[src/hdl/abrmu_pkg.sv]
//------------------------------------------------------------------------------
// abrmu_pkg
// Types, codes and constants shared by the banked register mode unit.
//------------------------------------------------------------------------------
package abrmu_pkg;

   localparam int QueueDepth = 2;

   typedef enum logic [3:0] {
      FUNC_RD        = 4'd0,
      FUNC_RD_PC4    = 4'd1,
      FUNC_RD_PC8    = 4'd2,
      FUNC_WR        = 4'd3,
      FUNC_WR_PC     = 4'd4,
      FUNC_WR_BX     = 4'd5,
      FUNC_RD_CPSR   = 4'd6,
      FUNC_WR_CPSR   = 4'd7,
      FUNC_MSR       = 4'd8,
      FUNC_RD_SPSR   = 4'd9,
      FUNC_WR_SPSR   = 4'd10,
      FUNC_EXCEPTION = 4'd11,
      FUNC_RD_FLAGS  = 4'd12,
      FUNC_WR_FLAGS  = 4'd13,
      FUNC_NOP_14    = 4'd14,
      FUNC_NOP_15    = 4'd15
   } func_type;

   typedef enum logic [2:0] {
      ERR_OK       = 3'd0,
      ERR_PC       = 3'd1,
      ERR_MODE     = 3'd2,
      ERR_JAZELLE  = 3'd3,
      ERR_THUMB    = 3'd4,
      ERR_NO_SPSR  = 3'd5,
      ERR_UNUSED_6 = 3'd6,
      ERR_UNUSED_7 = 3'd7
   } err_type;

   localparam logic [4:0] PM_USER       = 5'h10;
   localparam logic [4:0] PM_FIQ        = 5'h11;
   localparam logic [4:0] PM_IRQ        = 5'h12;
   localparam logic [4:0] PM_SUPERVISOR = 5'h13;
   localparam logic [4:0] PM_ABORT      = 5'h17;
   localparam logic [4:0] PM_UNDEFINED  = 5'h1B;
   localparam logic [4:0] PM_SYSTEM     = 5'h1F;

   localparam logic [2:0] NO_BANK = 3'd6;

   localparam logic [31:0] STATUS_KEEP   = 32'h0900_00FF;
   localparam logic [31:0] USER_MSR_DROP = 32'h0100_00FF;
   localparam logic [31:0] HIGH_VEC_BASE = 32'hFFFF_0000;
   localparam logic [31:0] STATUS_RESET  = 32'h0000_00D3;

   typedef struct packed {
      logic [3:0]  func;
      logic [3:0]  reg_index;
      logic [31:0] value;
      logic [31:0] mask;
      logic [2:0]  exception_type;
      logic        irq_request;
      logic        fiq_request;
   } req_type;

   typedef struct packed {
      logic [31:0] read_data;
      logic        irq_pending;
      logic        fiq_pending;
      logic        flush_access_cache;
      logic [2:0]  error_code;
   } rsp_type;

   // classified operation handed from front to back
   typedef struct packed {
      func_type    func;
      logic [3:0]  reg_index;
      logic        is_pc;
      logic [31:0] value;
      logic [31:0] mask;
      logic [2:0]  exception_type;
      logic        irq_request;
      logic        fiq_request;
   } op_type;

   function automatic logic [2:0] mode_bank(input logic [4:0] m);
      case (m)
         PM_USER, PM_SYSTEM: mode_bank = 3'd0;
         PM_FIQ:             mode_bank = 3'd1;
         PM_IRQ:             mode_bank = 3'd2;
         PM_SUPERVISOR:      mode_bank = 3'd3;
         PM_ABORT:           mode_bank = 3'd4;
         PM_UNDEFINED:       mode_bank = 3'd5;
         default:            mode_bank = NO_BANK;
      endcase
   endfunction

   function automatic logic [2:0] spsr_slot(input logic [4:0] m);
      case (m)
         PM_FIQ:        spsr_slot = 3'd0;
         PM_IRQ:        spsr_slot = 3'd1;
         PM_SUPERVISOR: spsr_slot = 3'd2;
         PM_ABORT:      spsr_slot = 3'd3;
         PM_UNDEFINED:  spsr_slot = 3'd4;
         default:       spsr_slot = NO_BANK;
      endcase
   endfunction

   function automatic logic [7:0] exc_mode_bits(input logic [2:0] et);
      case (et)
         3'd0:    exc_mode_bits = 8'hD3;
         3'd1:    exc_mode_bits = 8'h9B;
         3'd2:    exc_mode_bits = 8'h93;
         3'd3:    exc_mode_bits = 8'h97;
         3'd4:    exc_mode_bits = 8'h97;
         3'd6:    exc_mode_bits = 8'h92;
         3'd7:    exc_mode_bits = 8'hD1;
         default: exc_mode_bits = 8'h00;
      endcase
   endfunction

endpackage

[src/hdl/abrmu_front.sv]
//------------------------------------------------------------------------------
// abrmu_front
// Accepts requests, classifies them and queues them for the execute stage.
//------------------------------------------------------------------------------
module abrmu_front import abrmu_pkg::*; #(
   parameter int Depth = QueueDepth
) (
   input  logic    clock,
   input  logic    reset,
   input  logic    req_valid,
   output logic    req_ready,
   input  req_type req_data,
   output logic    op_valid,
   input  logic    op_ready,
   output op_type  op_data
);
   localparam int PtrW = (Depth > 1) ? $clog2(Depth) : 1;

   op_type            queue_ff [Depth];
   logic [PtrW-1:0]   wr_ptr_ff, wr_ptr_in;
   logic [PtrW-1:0]   rd_ptr_ff, rd_ptr_in;
   logic [PtrW:0]     count_ff, count_in;
   op_type            op_new;
   logic              push, pop;

   always_comb begin
      op_new.func           = func_type'(req_data.func);
      op_new.reg_index      = req_data.reg_index;
      op_new.is_pc          = (req_data.reg_index == 4'd15);
      op_new.value          = req_data.value;
      op_new.mask           = req_data.mask;
      op_new.exception_type = req_data.exception_type;
      op_new.irq_request    = req_data.irq_request;
      op_new.fiq_request    = req_data.fiq_request;
   end

   assign req_ready = (count_ff != (PtrW+1)'(Depth));
   assign push      = req_valid && req_ready;
   assign op_valid  = (count_ff != '0);
   assign pop       = op_valid && op_ready;
   assign op_data   = queue_ff[rd_ptr_ff];

   always_comb begin
      wr_ptr_in = wr_ptr_ff;
      rd_ptr_in = rd_ptr_ff;
      if (push) begin
         wr_ptr_in = (wr_ptr_ff == PtrW'(Depth - 1)) ? '0 : wr_ptr_ff + 1'b1;
      end
      if (pop) begin
         rd_ptr_in = (rd_ptr_ff == PtrW'(Depth - 1)) ? '0 : rd_ptr_ff + 1'b1;
      end
      count_in = count_ff + (PtrW+1)'(push) - (PtrW+1)'(pop);
   end

   always_ff @(posedge clock) begin
      if (reset) begin
         wr_ptr_ff <= '0;
         rd_ptr_ff <= '0;
         count_ff  <= '0;
      end else begin
         wr_ptr_ff <= wr_ptr_in;
         rd_ptr_ff <= rd_ptr_in;
         count_ff  <= count_in;
      end
   end

   always_ff @(posedge clock) begin
      if (push) begin
         queue_ff[wr_ptr_ff] <= op_new;
      end
   end

endmodule

[src/hdl/abrmu_back.sv]
//------------------------------------------------------------------------------
// abrmu_back
// Runs one op per cycle unless stalled, on the banked register file and status.
//------------------------------------------------------------------------------
module abrmu_back import abrmu_pkg::*; (
   input  logic    clock,
   input  logic    reset,
   input  logic    high_vectors,
   input  logic    op_valid,
   output logic    op_ready,
   input  op_type  op_data,
   output logic    rsp_valid,
   input  logic    rsp_ready,
   output rsp_type rsp_data
);
   logic [31:0] cur_ff   [16];
   logic [31:0] cur_in   [16];
   logic [31:0] usr_ff   [5];
   logic [31:0] usr_in   [5];
   logic [31:0] fiqr_ff  [5];
   logic [31:0] fiqr_in  [5];
   logic [31:0] bank_ff  [12];
   logic [31:0] bank_in  [12];
   logic [31:0] spsr_ff  [5];
   logic [31:0] spsr_in  [5];
   logic [3:0]  nzcv_ff, nzcv_in;
   logic [31:0] stat_ff, stat_in;
   logic        rsp_valid_ff, rsp_valid_in;
   rsp_type     rsp_ff, rsp_in;

   logic        fire;
   logic [4:0]  om, nm;
   logic [2:0]  slot, ob, nb, nslot;
   logic [31:0] full, cand, merged, eff_mask;
   logic        do_cpsr, mode_chg;
   err_type     err, cerr;
   logic [31:0] rd;
   logic        flush;

   assign op_ready  = !rsp_valid_ff || rsp_ready;
   assign fire      = op_valid && op_ready;
   assign rsp_valid = rsp_valid_ff;
   assign rsp_data  = rsp_ff;

   always_comb begin
      cur_in  = cur_ff;
      usr_in  = usr_ff;
      fiqr_in = fiqr_ff;
      bank_in = bank_ff;
      spsr_in = spsr_ff;
      nzcv_in = nzcv_ff;
      stat_in = stat_ff;
      rd      = '0;
      err     = ERR_OK;
      cerr    = ERR_OK;
      flush   = 1'b0;
      do_cpsr = 1'b0;
      nslot   = NO_BANK;
      full    = {nzcv_ff, stat_ff[27:0]};
      om      = stat_ff[4:0];
      slot    = spsr_slot(om);
      cand    = op_data.value;
      eff_mask = op_data.mask;
      if ((stat_ff & 32'h0F) == 32'h0) begin
         eff_mask = op_data.mask & ~USER_MSR_DROP;
      end
      merged  = (op_data.value & eff_mask) | (full & ~eff_mask);

      case (op_data.func)
         FUNC_RD: begin
            if (op_data.is_pc) err = ERR_PC;
            else rd = cur_ff[op_data.reg_index];
         end
         FUNC_RD_PC4: rd = cur_ff[op_data.reg_index] + (op_data.is_pc ? 32'd4 : 32'd0);
         FUNC_RD_PC8: rd = cur_ff[op_data.reg_index] + (op_data.is_pc ? 32'd8 : 32'd0);
         FUNC_WR: begin
            if (op_data.is_pc) err = ERR_PC;
            else cur_in[op_data.reg_index] = op_data.value;
         end
         FUNC_WR_PC: cur_in[op_data.reg_index] = op_data.value;
         FUNC_WR_BX: begin
            cur_in[op_data.reg_index] = op_data.value;
            if (op_data.is_pc && op_data.value[0]) begin
               stat_in[5] = 1'b1;
               cur_in[15] = {op_data.value[31:1], 1'b0};
            end
         end
         FUNC_RD_CPSR: rd = full;
         FUNC_WR_CPSR: do_cpsr = 1'b1;
         FUNC_MSR: begin
            cand = merged;
            if (merged[5]) err = ERR_THUMB;
            else do_cpsr = 1'b1;
         end
         FUNC_RD_SPSR: begin
            if (slot == NO_BANK) err = ERR_NO_SPSR;
            else rd = spsr_ff[slot];
         end
         FUNC_WR_SPSR: begin
            if (slot == NO_BANK) err = ERR_NO_SPSR;
            else spsr_in[slot] = (spsr_ff[slot] & ~op_data.mask) | (op_data.value & op_data.mask);
         end
         FUNC_EXCEPTION: begin
            cand = {full[31:8], 2'b00, full[5:0]} & ~32'h3F;
            cand[7:0] = {full[7:6], 6'b0} | exc_mode_bits(op_data.exception_type);
            do_cpsr = 1'b1;
         end
         FUNC_RD_FLAGS: rd = {nzcv_ff, 28'h0};
         FUNC_WR_FLAGS: nzcv_in = op_data.value[31:28];
         default: ;
      endcase

      // full status write with bank swap
      nm       = cand[4:0];
      mode_chg = (om != nm);
      ob       = mode_bank(om);
      nb       = mode_bank(nm);
      if (do_cpsr) begin
         if (mode_chg && nb == NO_BANK) cerr = ERR_MODE;
         else if (cand[24]) cerr = ERR_JAZELLE;
         err = cerr;
         if (cerr == ERR_OK) begin
            if (mode_chg) begin
               for (int k = 0; k < 5; k++) begin
                  if (om == PM_FIQ) fiqr_in[k] = cur_ff[8+k];
                  else usr_in[k] = cur_ff[8+k];
               end
               if (ob != NO_BANK) begin
                  bank_in[{ob, 1'b0}] = cur_ff[13];
                  bank_in[{ob, 1'b1}] = cur_ff[14];
               end
               for (int k = 0; k < 5; k++) begin
                  cur_in[8+k] = (nm == PM_FIQ) ? fiqr_in[k] : usr_in[k];
               end
               cur_in[13] = bank_in[{nb, 1'b0}];
               cur_in[14] = bank_in[{nb, 1'b1}];
               flush = (om == PM_USER) != (nm == PM_USER);
            end
            nzcv_in = cand[31:28];
            stat_in = cand & STATUS_KEEP;
            if (op_data.func == FUNC_EXCEPTION) begin
               nslot = spsr_slot(nm);
               if (nslot != NO_BANK) spsr_in[nslot] = full;
               cur_in[14] = cur_ff[15];
               cur_in[15] = {27'h0, op_data.exception_type, 2'b00}
                          + (high_vectors ? HIGH_VEC_BASE : 32'h0);
            end
         end
      end
      if (err != ERR_OK) begin
         rd = '0;
      end
      rsp_in.read_data          = rd;
      rsp_in.irq_pending        = op_data.irq_request && !stat_in[7];
      rsp_in.fiq_pending        = op_data.fiq_request && !stat_in[6];
      rsp_in.flush_access_cache = flush;
      rsp_in.error_code         = err;
      rsp_valid_in = fire ? 1'b1 : (rsp_ready ? 1'b0 : rsp_valid_ff);
   end

   always_ff @(posedge clock) begin
      if (reset) begin
         for (int k = 0; k < 16; k++) cur_ff[k] <= '0;
         for (int k = 0; k < 5; k++) begin
            usr_ff[k]  <= '0;
            fiqr_ff[k] <= '0;
            spsr_ff[k] <= '0;
         end
         for (int k = 0; k < 12; k++) bank_ff[k] <= '0;
         nzcv_ff      <= '0;
         stat_ff      <= STATUS_RESET;
         rsp_valid_ff <= 1'b0;
      end else begin
         if (fire) begin
            cur_ff  <= cur_in;
            usr_ff  <= usr_in;
            fiqr_ff <= fiqr_in;
            bank_ff <= bank_in;
            spsr_ff <= spsr_in;
            nzcv_ff <= nzcv_in;
            stat_ff <= stat_in;
         end
         rsp_valid_ff <= rsp_valid_in;
      end
   end

   always_ff @(posedge clock) begin
      if (fire) begin
         rsp_ff <= rsp_in;
      end
   end

endmodule

[src/hdl/arm_banked_register_mode_unit.sv]
//------------------------------------------------------------------------------
// arm_banked_register_mode_unit
// ARMv5 register file with mode banking, CPSR/SPSR and exception entry.
//------------------------------------------------------------------------------
// channel | direction | payload
// req     | in        | req_type: func, reg_index, value, mask, exception_type
// rsp     | out       | rsp_type: read_data, pending bits, flush, error_code
// csr     | in        | high_vectors
//
// One request per cycle while the queue has room; each response is formed
// through the queue, then the execute register. The execute stage does the
// whole bank swap in the same update as the status write. Synchronous reset
// puts the core in supervisor mode with interrupts masked. A stalled response
// holds the execute stage; the queue absorbs up to Depth requests.
//------------------------------------------------------------------------------
module arm_banked_register_mode_unit import abrmu_pkg::*; #(
   parameter int Depth = QueueDepth
) (
   input  logic    clock,
   input  logic    reset,
   input  logic    req_valid,
   output logic    req_ready,
   input  req_type req_data,
   output logic    rsp_valid,
   input  logic    rsp_ready,
   output rsp_type rsp_data,
   input  logic    csr_valid,
   output logic    csr_ready,
   input  logic    csr_data
);
   logic   high_vectors_ff;
   logic   op_valid, op_ready;
   op_type op_data;

   assign csr_ready = 1'b1;

   always_ff @(posedge clock) begin
      if (reset) begin
         high_vectors_ff <= 1'b0;
      end else if (csr_valid) begin
         high_vectors_ff <= csr_data;
      end
   end

   abrmu_front #(.Depth(Depth)) u_front (
      .clock, .reset, .req_valid, .req_ready, .req_data,
      .op_valid, .op_ready, .op_data
   );

   abrmu_back u_back (
      .clock, .reset, .high_vectors(high_vectors_ff),
      .op_valid, .op_ready, .op_data,
      .rsp_valid, .rsp_ready, .rsp_data
   );

   a_rsp_hold: assert property (@(posedge clock) disable iff (reset)
      rsp_valid && !rsp_ready |=> rsp_valid && $stable(rsp_data))
      else $error("response changed while stalled");

   a_err_no_data: assert property (@(posedge clock) disable iff (reset)
      rsp_valid && rsp_data.error_code != ERR_OK |-> rsp_data.read_data == 32'h0)
      else $error("error response carries data");

   a_err_no_flush: assert property (@(posedge clock) disable iff (reset)
      rsp_valid && rsp_data.error_code != ERR_OK |-> !rsp_data.flush_access_cache)
      else $error("flush on failed operation");

endmodule
[config.mk]
export PLATFORM = sky130hd
export DESIGN_NAME = arm_banked_register_mode_unit
export DESIGN_NICKNAME = d
export VERILOG_FILES = /design/src/hdl/abrmu_pkg.sv /design/src/hdl/abrmu_front.sv /design/src/hdl/abrmu_back.sv /design/src/hdl/arm_banked_register_mode_unit.sv
export SDC_FILE = /design/constraint.sdc
export NUM_CORES = 2
export LEC_CHECK = 0
export BUFFER_PORTS_ARGS = -buffer_cell sky130_fd_sc_hd__buf_4
export CORE_UTILIZATION = 26
export DETAILED_ROUTE_END_ITERATION = 6
export MAX_ROUTING_LAYER = met4
export RECOVER_POWER = 100
export SYNTH_ARGS = -nofsm -noshare
export SYNTH_HDL_FRONTEND = slang
export SYNTH_SLANG_ARGS = --single-unit
[constraint.sdc]
create_clock -name clock -period 12.5 [get_ports clock]
set_input_delay 2.5 -clock clock [delete_from_list [all_inputs] [get_ports clock]]
set_output_delay 2.5 -clock clock [all_outputs]
set_load 0.01 [all_outputs]
==> metrics.md <==
| Metric | Value |
|---|---|
| Largest family of logic cells by synthesized area | compound AO/OA/AOI/OAI gates |
| Post-route DRC | 0 |
| Clk buf depth | 3 |
| Die area | 0.276 mm² |
| CTS Buf Count | 172 |
| Failing checks | max-capacitance violations, max-slew violations |
| Netlist cell types | 100 |
| Core ar. | 0.272 mm² |
| Simple-Gate Fraction of Synth Area | 0.161 |
| Fillers | 28700 |
| Final #Nets | between 8000 and 9000 |
| Post-CTS Hold Fix Bufs | 0 |
| Drt pass-1 iters | 7 |
| Post-DR wirelength/cell | around 23 µm |
| ANT nets after route | 0 |
| Mux share of post-synthesis cell area | 0.0616 |
| Post-Syn Area per Cell | between 8 and 9 µm² |
| Routed wire length | 274000 µm |
| Area fraction in compound gates after synthesis | 0.248 |
| Period utilisation layout | 0.777 |
| Ratio of cells with drive above 1 in the final layout | 0.0839 |
| Antenna violations before repair | 20 |
| CTS tree | done |
| Number of buffers added for setup after CTS | 0 |
| HPWL after DPL | ~160000 µm |
| Setup tns final | 0 ns |
| Ys Warns | 0 |
| CP Class | input pin to flip-flop |
| Crit-path max FO | 100 |
| Final Setup Violations | 0 |
| Tmin final | 9.71 ns |
| Largest net degree at the start of global routing | 206 |
| Mapped Nets | roughly 8600 |
| Rel. slew slack | -2.96 |
| Clock root cell | clkbuf_16 |
| CP Launch Type | input pin |
| Post-synth EDFFs | 194 |
| Top cell type's share of synthesized area | 0.393 |
| Slew @ Worst Pin | 5.94 ns |
| Port buffer count | ~120 |
| Sequential area share after synthesis | 0.474 |
| Gp weighted congestion | between 0.9 and 1 |
| Max frequency | 103 MHz |
| Initial Utilization | 0.262 |
| Pleak | 0.0247 µW |
| 1st-iter DRT viols | between 8000 and 9000 |
| Worst IR Drop VDD | 184 µV |
| Post_cts resized | 0 |
| Async set or reset register ratio after synthesis | 0 |
| Final Hold Fails | 0 |
| Clock transition at the registers of the reported paths | 0.06 ns |
| Cell accounting for the most synthesized area | dfxtp_1 |
| First-pass GRT wire length | 404000 µm |
| Synthesis-to-finish area growth | 12.8% |
| Top FF cell, synth | dfxtp_1 |
| Util after Layout | 0.296 |
| Unrepaired setup endpoints after global routing | no |
| Largest cells by area after synthesis | dfxtp_1, nand2_1, edfxtp_1 |
| #FFs+latches synth | 1591 |
| XOR/XNOR share of the synthesized area | 0.00406 |
| Commonest non-fill, non-tap cell in the layout | nand2_1 |
| IO Pins | around 120 |
| Die X | 525 µm |
| Max Slew Vio Count | 1135 |
| Vias in the first global route | 59700 |
| Clk_lat worst skew | about 0.83 ns |
| Grt total ovfl | 0 |
| Setup ws final | 2.79 ns |
| Post-Syn Area | 0.0712 mm² |
| HP Class | flip-flop to flip-flop |
| CP Capture Type | flip-flop |
| Dpl ws | 6.05 ns |
| Most frequent cells in the layout | nand2_1, dfxtp_1, a21oi_1, nor2_1, o21ai_0 |
| Total GRT Usage | 0.195 |
| Vias/cell | 5.51 |
| Max Cap Viol | 23 |
| Final worst clock skew | 0.0302 ns |
| H-tree levels | 4 |
| Clock Sinks | about 1600 |
| Vias | 65300 |
| Cells after Synth | between 8000 and 9000 |
| PD cells | between 150 and 200 mW/mm² |
| Synth Area in Adders | 0.000983 |
| Status | finished, violations left |
| Row count | 191 |
| Arrival @ worst endpoint | 10.37 ns |
| Die Ht | 525 µm |
| Req. time, crit path | approximately 13 ns |
final timing paths:
path | from | to | slack, ns | cells past startpoint
setup / recovery | reset | u_back.cur_ff[38] | 2.79 | 7
hold / removal | u_back.bank_ff[167] | u_back.bank_ff[167] | 0.45 | 2
setup reg to reg | flip-flop | u_back.usr_ff[91] | 3.16 | 12
hold reg to reg | u_back.bank_ff[167] | u_back.bank_ff[167] | 0.45 | 2
cells in the mapped netlist, types with 17 or more instances:
cell type / number
buf_2: 145
mux4_2: 61
a221o_1: 26
o22ai_1: 151
clkbuf_1: 605
edfxtp_1: 194
mux2_2: 44
or2_2: 21
nor2_1: 852
a21oi_1: 1096
nor3_1: 67
a211oi_1: 283
buf_4: 23
xnor2_1: 17
a221oi_1: 54
inv_1: 23
nand2_1: 1570
mux2i_1: 245
o2bb2ai_1: 86
buf_1: 40
a22oi_1: 27
o221ai_1: 88
a31oi_1: 69
o211ai_1: 21
nand3_1: 162
a22o_1: 26
nor4_1: 24
dfxtp_1: 1397
o21ai_0: 591
o22a_1: 175
layout make-up:
class                           count  area [µm²]  area share
Multi-Input combinational cell   6054       34400       0.428
Sequential cell                  1591       33800       0.421
Clock buffer                      248        4900      0.0610
Tap cell                         3570        4470      0.0556
Timing Repair Buffer              281        1840      0.0229
Clock inverter                     66         825      0.0103
Inverter                           23        87.6     0.00109
Antenna cell                       14        35.0    0.000436
cell families (layout without fill, tap and decap cells):
kind of cell	after synthesis	after routing
compound gates	2840	2840
xor+xnor	33	33
fa+ha+maj	5	5
buf+inv	845	618
flops	1591	1591
mux	354	354
other cells	1	15
simple gates	2821	2821
worst max-delay path, stage by stage:
cell,delay [ns]
clkbuf_1,4.06
nor2_1,1.72
nand2_1,0.57
a211oi_1,0.11
clkbuf_1,0.47
a221oi_1,0.68
o21ai_0,0.17
stage by stage:
| stage | total power (µW) | cells | instance area (µm²) | hold slack (ns) |
|---|---|---|---|---|
| after floorplan | 8340 | 8490 | 71200 | 0.425 |
| after global placement | 10300 | 11500 | 75100 | 0.435 |
| after detailed placement | 10300 | 11500 | 75100 | 0.446 |
| after CTS | 15500 | 11800 | 80900 | 0.455 |
| after global routing | 16000 | 11800 | 80300 | 0.467 |
| final | 15600 | 11800 | 80300 | 0.454 |
power by group:
group	leakage [µW]	internal, µW	switching, µW	total, µW
clock network	0.00279	3020	2220	5240
registers	0.0131	5460	329	5790
logic	0.00883	1160	3420	4580
total	0.0247	9650	5970	15600
routing by layer:
layer / part of all wire / routed length [µm] / vias to the layer above / GRT usage
met4: 0.046 / 12700 / 0 / 0.0882
met3: 0.10 / 27500 / 656 / 0.0390
met5: 0 / 0 / - / -
li1: - / - / 29600 / -
met1: 0.43 / 117000 / 31700 / 0.262
met2: 0.43 / 117000 / 3380 / 0.281
registers in the layout (all words and copies together), names as in the netlist, named ones only:
signal,count
u_back.cur_ff,512
u_back.rsp_valid,1
u_front.count_ff,2
u_back.spsr_ff,160
u_front.wr_ptr_ff,1
high_vectors_ff,1
u_back.stat_ff,10
u_front.queue_ff,156
u_front.rd_ptr_ff,1
u_back.fiqr_ff,160
u_back.usr_ff,160
u_back.bank_ff,384
u_back.nzcv_ff,4
u_back.rsp_data,38
No activity file was read; power rests on OpenSTA's default activity.
